**src/rtl/geo_polygon_area_shoelace_core_macros.svh**
```systemverilog
// ----------------------------------------------------------------------------
// geo polygon area assertion macros
// shared assertion wrappers, clocked on clock and disabled in reset
// ----------------------------------------------------------------------------
`ifndef GEO_POLYGON_AREA_SHOELACE_CORE_MACROS_SVH
`define GEO_POLYGON_AREA_SHOELACE_CORE_MACROS_SVH

// same-cycle implication
`define GPAS_ASSERT_IMPLY(lbl, ante, cons, msg) \
   lbl: assert property (@(posedge clock) disable iff (reset) (ante) |-> (cons)) else $error(msg);

// next-cycle implication
`define GPAS_ASSERT_NEXT(lbl, ante, cons, msg) \
   lbl: assert property (@(posedge clock) disable iff (reset) (ante) |=> (cons)) else $error(msg);

`endif

```
**src/rtl/gpas_pkg.sv**
```systemverilog
`timescale 1ns / 1ps
// ----------------------------------------------------------------------------
// gpas_pkg
// shared constants, types and tables of the polygon area core
// ----------------------------------------------------------------------------
package gpas_pkg;

   // parameter defaults
   localparam int SUM_BITS_DEF  = 64;
   localparam int COS_STEPS_DEF = 16;

   // cordic start value, 0.60725293500888 in q1.17
   localparam logic [16:0] CORDIC_X0    = 17'd79594;
   // earth radius squared times degree scale squared times one half, q46
   localparam logic [32:0] AREA_K       = 33'd4360057603;
   localparam logic [17:0] COS_MAX      = 18'h3FFFF;
   localparam logic [49:0] AREA_MAX     = {50{1'b1}};
   localparam logic [30:0] QUARTER_TURN = 31'd900000000;
   localparam logic [30:0] HALF_TURN    = 31'd1800000000;

   // result status codes
   localparam logic [1:0] STATUS_OK       = 2'd0;
   localparam logic [1:0] STATUS_SHORT    = 2'd1;
   localparam logic [1:0] STATUS_OVERFLOW = 2'd2;

   // controller to datapath commands
   typedef struct packed {
      logic capture;
      logic cos_start;
      logic cos_step;
      logic mul;
      logic combine;
      logic accum;
      logic scale;
      logic part;
      logic rsp_load;
   } gpas_cmd_type;

   // datapath to controller status
   typedef struct packed {
      logic first_vertex;
      logic last_vertex;
      logic short_poly;
      logic cos_done;
      logic part_done;
      logic rsp_free;
   } gpas_sts_type;

   // arctangent of 2^-i in units of 1e-7 degree
   function automatic logic [28:0] atan_deg7(input logic [4:0] idx);
      logic [28:0] val;
      unique case (idx)
         5'd0:  val = 29'd450000000;
         5'd1:  val = 29'd265650512;
         5'd2:  val = 29'd140362435;
         5'd3:  val = 29'd71250163;
         5'd4:  val = 29'd35763344;
         5'd5:  val = 29'd17899106;
         5'd6:  val = 29'd8951737;
         5'd7:  val = 29'd4476142;
         5'd8:  val = 29'd2238105;
         5'd9:  val = 29'd1119057;
         5'd10: val = 29'd559529;
         5'd11: val = 29'd279765;
         5'd12: val = 29'd139882;
         5'd13: val = 29'd69941;
         5'd14: val = 29'd34971;
         5'd15: val = 29'd17485;
         5'd16: val = 29'd8743;
         5'd17: val = 29'd4371;
         5'd18: val = 29'd2186;
         5'd19: val = 29'd1093;
         5'd20: val = 29'd546;
         5'd21: val = 29'd273;
         5'd22: val = 29'd137;
         5'd23: val = 29'd68;
         default: val = 29'd0;
      endcase
      return val;
   endfunction

endpackage

```
**src/rtl/gpas_controller.sv**
```systemverilog
`timescale 1ns / 1ps
// ----------------------------------------------------------------------------
// gpas_controller
// sequencer for vertex intake, cosine, shoelace update and area scaling
// ----------------------------------------------------------------------------
module gpas_controller (
   input  logic                   clock,
   input  logic                   reset,
   input  logic                   req_valid,
   output logic                   req_ready,
   input  gpas_pkg::gpas_sts_type sts,
   output gpas_pkg::gpas_cmd_type cmd
);

   typedef enum logic [9:0] {
      ST_IDLE  = 10'b0000000001,
      ST_START = 10'b0000000010,
      ST_COS   = 10'b0000000100,
      ST_MUL   = 10'b0000001000,
      ST_CMB   = 10'b0000010000,
      ST_ACC   = 10'b0000100000,
      ST_CHECK = 10'b0001000000,
      ST_SCALE = 10'b0010000000,
      ST_PART  = 10'b0100000000,
      ST_OUT   = 10'b1000000000
   } state_type;

   state_type state_ff, state_in;

   // next state
   always_comb begin
      state_in = state_ff;
      unique case (state_ff)
         ST_IDLE:  if (req_valid) state_in = ST_START;
         ST_START: state_in = sts.first_vertex ? ST_COS : ST_MUL;
         ST_COS:   if (sts.cos_done) state_in = ST_CHECK;
         ST_MUL:   state_in = ST_CMB;
         ST_CMB:   state_in = ST_ACC;
         ST_ACC:   state_in = ST_CHECK;
         ST_CHECK: begin
            if (!sts.last_vertex)
               state_in = ST_IDLE;
            else if (sts.short_poly)
               state_in = ST_OUT;
            else
               state_in = ST_SCALE;
         end
         ST_SCALE: state_in = ST_PART;
         ST_PART:  if (sts.part_done) state_in = ST_OUT;
         ST_OUT:   if (sts.rsp_free) state_in = ST_IDLE;
         default:  state_in = ST_IDLE;
      endcase
   end

   always_ff @(posedge clock) begin
      if (reset)
         state_ff <= ST_IDLE;
      else
         state_ff <= state_in;
   end

   // commands
   assign req_ready     = (state_ff == ST_IDLE);
   assign cmd.capture   = (state_ff == ST_IDLE) && req_valid;
   assign cmd.cos_start = (state_ff == ST_START) && sts.first_vertex;
   assign cmd.cos_step  = (state_ff == ST_COS);
   assign cmd.mul       = (state_ff == ST_MUL);
   assign cmd.combine   = (state_ff == ST_CMB);
   assign cmd.accum     = (state_ff == ST_ACC);
   assign cmd.scale     = (state_ff == ST_SCALE);
   assign cmd.part      = (state_ff == ST_PART);
   assign cmd.rsp_load  = (state_ff == ST_OUT) && sts.rsp_free;

endmodule

```
**config.mk**
```make
export PLATFORM = sky130hd
export DESIGN_NAME = gpas_controller
export DESIGN_NICKNAME = d
export VERILOG_FILES = /design/src/rtl/geo_polygon_area_shoelace_core_macros.svh /design/src/rtl/gpas_pkg.sv /design/src/rtl/gpas_controller.sv
export SDC_FILE = /design/constraint.sdc
export NUM_CORES = 1
export LEC_CHECK = 0
export BUFFER_PORTS_ARGS = -buffer_cell sky130_fd_sc_hd__buf_2
export CELL_PAD_IN_SITES_DETAIL_PLACEMENT = 1
export CELL_PAD_IN_SITES_GLOBAL_PLACEMENT = 1
export CORE_AREA = 2 2 46 48
export CTS_BUF_LIST = sky130_fd_sc_hd__clkbuf_4 sky130_fd_sc_hd__clkbuf_8 sky130_fd_sc_hd__clkbuf_16
export DETAILED_ROUTE_END_ITERATION = 8
export DIE_AREA = 0 0 48 50
export PLACE_DENSITY = 0.77
export SLEW_MARGIN = 5
export SYNTH_ARGS = -nofsm -noshare
export SYNTH_HDL_FRONTEND = slang
export SYNTH_SLANG_ARGS = --single-unit
```
**constraint.sdc**
```tcl
create_clock -name clock -period 3.1 [get_ports clock]
set_input_delay 0.155 -clock clock [delete_from_list [all_inputs] [get_ports clock]]
set_output_delay 0.155 -clock clock [all_outputs]
set_load 0.005 [all_outputs]
```
==> Word level (Yosys, flattened, before mapping) <==
Cells that the tools add are included.
{ "op_classes": {"n_addsub": 0, "multipliers": 0, "div": 0, "magnitude_cmp": 0, "n_eq_ne": 14, "n_shift": 0, "mux": 8, "bitwise_logic": 0, "reduce_logical": 4} }
{ "ops": {"columns": ["cell", "n"], "rows": [
  ["$pmux 10 s10", 1],
  ["$mux 10", 6],
  ["$eq 10x1->1 const B", 1],
  ["$eq 10x10->1 const B", 1],
  ["$eq 10x2->1 const B", 1],
  ["$eq 10x3->1 const B", 1],
  ["$eq 10x4->1 const B", 1],
  ["$eq 10x5->1 const B", 1],
  ["$eq 10x6->1 const B", 1],
  ["$eq 10x7->1 const B", 1],
  ["$eq 10x8->1 const B", 1],
  ["$eq 10x9->1 const B", 1],
  ["$ne 2x2->1 const B", 4],
  ["$mux 4", 1],
  ["$reduce_and 4->1", 1],
  ["$logic_and 1x1->1", 3]
]} }
{ "totals": {"register_bits": 10, "latchBits": 0, "mem_bits_rw": 0, "mem_bits_ro": 0, "out_inout_bits": 10, "word_cells": 27, "memories": 0} }

==> Logic depth before layout (Yosys ltp) <==
{ "logic_depth": {"ltp_word": 3, "mapped_depth": 6, "mapped_depth_nobuf": 5} }

==> Worst setup path after synthesis <==
Ideal clock, no wire load.
{ "synth_timing": {"kind": "register to register", "start": "reg state_ff[8]", "end": "reg state_ff[9]", "setup_time_ns": 0.070, "arrival_ns": 1.348, "required_ns": 3.030, "setup_slack_ns": 1.681, "path_stages_with_launch": 7, "path_buffers": 1, "cell_sequence": "dfxtp_1 -> buf_6 -> nor3b_4 -> o2111ai_4 -> nand2_4 -> or3_1 -> a21oi_1"} }
{ "synth_between": {"elab_chain_len": 3} }
{ "synth_rtl": {"columns": ["item", "line", "source"], "rows": [
  ["start, declared", "gpas_controller.sv:28", "state_type state_ff, state_in;"],
  ["start signal, assigned", "gpas_controller.sv:59", "state_ff <= state_in;"],
  ["$eq 10x3->1 (tied with other cells)", "gpas_controller.sv:33", "unique case (state_ff)"],
  ["$ne 2x2->1 (no line)", null, null],
  ["$reduce_and 4->1 (no line)", null, null]
]} }
Parallel ways exist; a longest one is shown, timed or not.
A chain may end at the register's enable or synchronous reset.

==> results.md <==
- The run finished with clean final reports.
- The number of buffer cells added on primary ports is 18.
- The smallest setup slack after layout is 1189 ps.
- By startpoint and endpoint, the worst setup path is classified as flop to primary output.
- The via count of the routed design is 689.
- In the layout the commonest cells are sky130_fd_sc_hd__buf_2 (18), sky130_fd_sc_hd__dfxtp_1 (10), sky130_fd_sc_hd__nor2_1 (7).
- For this run the aggregate overflow at the end of global routing stands at 0.
- The number of rows in the core area is 16.
- Synthesis produced a netlist with a net count of 94.
- The final number of max-transition violations was 0.
- The wire length of the first global-routing pass is between 3000 and 4000 µm.
- The tree built by TritonCTS fans out to 10 sinks.
- At the end of routability-driven placement, the weighted congestion stood at ~0.81.
- The die covers ~2400 µm².
- After layout, the minimum clock period comes to 1911 ps.
- Once the floorplan was initialized, standard cells occupied around 37% of the core.
- The remaining max-slew budget at the tightest pin is 70.53%.
- The number of resized instances in the post-cts repair step is 0.
- 0 antenna diodes ended up in the layout.
- The count of nets left with antenna violations once routing finished came out at 0.
- Synthesis produced between 80 and 90 cells.
- The number of top-level design ports is 19.
- Ranked by total cell area, the synthesized netlist is headed by sky130_fd_sc_hd__dfxtp_1 (28%), sky130_fd_sc_hd__nor3b_1 (4.2%), sky130_fd_sc_hd__nor2_1 (3.7%).
- The number of global-route vias before repair is 649.
- The total routing resource utilization after global routing is 18.30%.
- The worst setup path startpoint is state_ff[2].
- The synthesized netlist devotes 15.82% of its cell area to compound gates.
- The core region is 1902 µm².
- The post-synthesis cell type with the largest combined area is sky130_fd_sc_hd__dfxtp_1.
- The count of max-cap constraint violations is 0.
- The final-report setup violation count is 0.
- The final wirelength is 1904 µm.
- The final critical-path share of the clock period is 61.66%.
- The total standard cell area after synthesis is between 700 and 800 µm².
- The area share of the largest cell type after synthesis is 28.12%.
- The worst-case vdd ir drop is 193.9 µV.
- Of the synthesized area, sequential elements account for 28.12%.
- Each instance of the synthesized netlist takes up on average 8.376 µm².
- For this run, the top clock speed supported by timing is 523.2 MHz.
- The register clock-pin slew on the reported worst setup and hold paths is 80 ps.
- The largest register by flop count is state_ff.
- The number of optimization iterations in the first detailed-route pass is 4.
- The worst hold path belongs to the class input pin to flop.
- TritonCTS built the clock tree.
- Compared with the post-synthesis result, the final layout area differs by 19.68%.
- For the pin with the worst max-slew slack, the measured transition is ~440 ps.
- The aggregate negative setup slack is 0 ps.
- The top fanout value on the critical path is 6.
- The sort of element at the start of the critical path is a flop.
- The adder-cell share of the synthesized area is 0%.
- The post-route netlist has 33.65% of its cells at a drive strength greater than 1.
- The number of antenna violations at the first check in global routing came to 0.
- The total count of hold-check failures in the final report is 0.
- The synthesized-area fraction occupied by xor and xnor cells is 2.460%.
- In this run, the number of DRC markers left after iteration 0 of detailed routing was 13.
- The die is 50 µm tall.
- The number of setup buffers added after CTS is 0.
- Entering global routing, the biggest net connects 12 pins.
- Counting the buffers created by CTS gives 3.
- Once detailed placement completed, the half-perimeter wirelength came to 1511 µm.
- Synthesis instantiated 33 different standard cells from the library.
- The source-to-sink clock delay at the later pin of the worst-skew pair is 270 ps.
- The cell area power density is 421.8 nW/µm².
- The post-detailed-placement cell area is roughly 820 µm².
- The number of buffers on the longest clock path is 2.
- By area, the combinational part of the netlist is dominated by simple AND/OR/NAND/NOR gates.
- After detailed routing, the average wire length per cell comes to 14.53 µm.
- Synthesis inferred 10 register bits.
- In this run the clock root is driven by a sky130_fd_sc_hd__clkbuf_4.
- Hold repair after CTS inserted 0 buffers.
- The library cell used most frequently in the layout, excluding fill and tap cells, is sky130_fd_sc_hd__buf_2.
- In this run the number of H-tree levels came out at 1.
- The endpoint type of the worst setup path is a primary output.
- Setup repair after global routing left no endpoint under its margin.
- The floorplan step set the die width to approximately 48 µm.
- The number of warnings printed during yosys synthesis is 0.
- The final routed DRC violation total is 0.
- The startpoint identified for the worst register-to-register timing path is state_ff[8].
- Counting the fill cells in the layout gives 244.
- At the end of the flow, the number of nets in the layout was approximately 110.
- In the final layout, the registers with the most flip-flops are state_ff x10.
- In this run the most critical hold path is launched from sts[5].
- The mux contribution to synthesized area is 0%.
- The setup slack at placement is 1454 ps.
- The flip-flop count of the largest register after layout is 10.
- The finished layout cell area is 852.1 µm².
- The critical path data arrival time is 1760 ps.
- The via count normalized by instance count is 5.260.
- The static power due to leakage is 0.3376 nW.
- The simple logic cell fraction of the synthesized area is 49.21%.
- Data on the critical path is required at its endpoint by 2940 ps.
- The clock tree skew after final layout is 4.792 ps.
layer usage:
metal / part of all wire (%) / vias to the layer above / GRT usage (%)
li1: - / 350 / -
met1: 48 / 319 / 27.88
met2: 46 / 16 / 25.56
met3: 4.6 / 4 / 2.198
met4: 1.3 / 0 / 6.757
met5: 0 / - / 0
path summary, 6_finish.rpt:
kind / endpoint / slack, ps / depth (start not counted)
worst min register to register: state_ff[3] / 580 / 3
worst max-delay path: cmd[2] / 1190 / 5
worst min-delay path: state_ff[3] / 50 / 2
worst max register to register: state_ff[0] / 1450 / 5
cell usage after synthesis, drive strengths merged:
master   count
o211ai       1
and3         3
xor2         2
a311o        1
nand4        2
nand2        7
nor2b        4
nand3        4
o21a         1
o22ai        1
or3          2
nand3b       2
o2111ai      1
nor4b        3
nor2        10
buf          2
nand4b       1
o21ba        1
nor4         1
dfxtp       10
o21ai        5
inv          3
nor3         6
a21oi        4
clkbuf       1
nor3b        7
power by group:
group	switching (mW)	internal (mW)
combinational	0.0573	0.0378
clock	0.0510	0.0714
sequential	0.00638	0.136
critical path, stage by stage, from the launching register on:
cell	delay, ps
sky130_fd_sc_hd__dfxtp_1	380
sky130_fd_sc_hd__nor2_2	300
sky130_fd_sc_hd__and3_1	260
sky130_fd_sc_hd__nand2_1	110
sky130_fd_sc_hd__nor3b_1	260
sky130_fd_sc_hd__buf_2	170
layout make-up:
type / instances / area, µm² / share of cell area (%)
Sequential cell: 10 / 200.2 / 23.49
Clock buffer: 4 / 36.28 / 4.258
Timing Repair Buffer: 18 / 90.09 / 10.57
Inverter: 3 / 11.26 / 1.322
Tap cell: 27 / 33.78 / 3.965
Multi-Input combinational cell: 69 / 480.5 / 56.39
logic make-up after synthesis:
group / Yosys count
simple gates: 52
compound gates: 15
flops: 10
buf+inv: 6
xor+xnor: 2
stage by stage:
step	hold WS [ps]	cells	total power [mW]	util (%)
after floorplan	231.6	85	0.2077	-
after global placement	338.1	127	0.2370	42.89
after detailed placement	340.2	127	0.2403	42.89
after CTS	51.69	131	0.3656	44.80
after global routing	63.63	131	0.3796	44.80
final	52.01	131	0.3594	44.80
No activity file was read; power rests on OpenSTA's default activity.
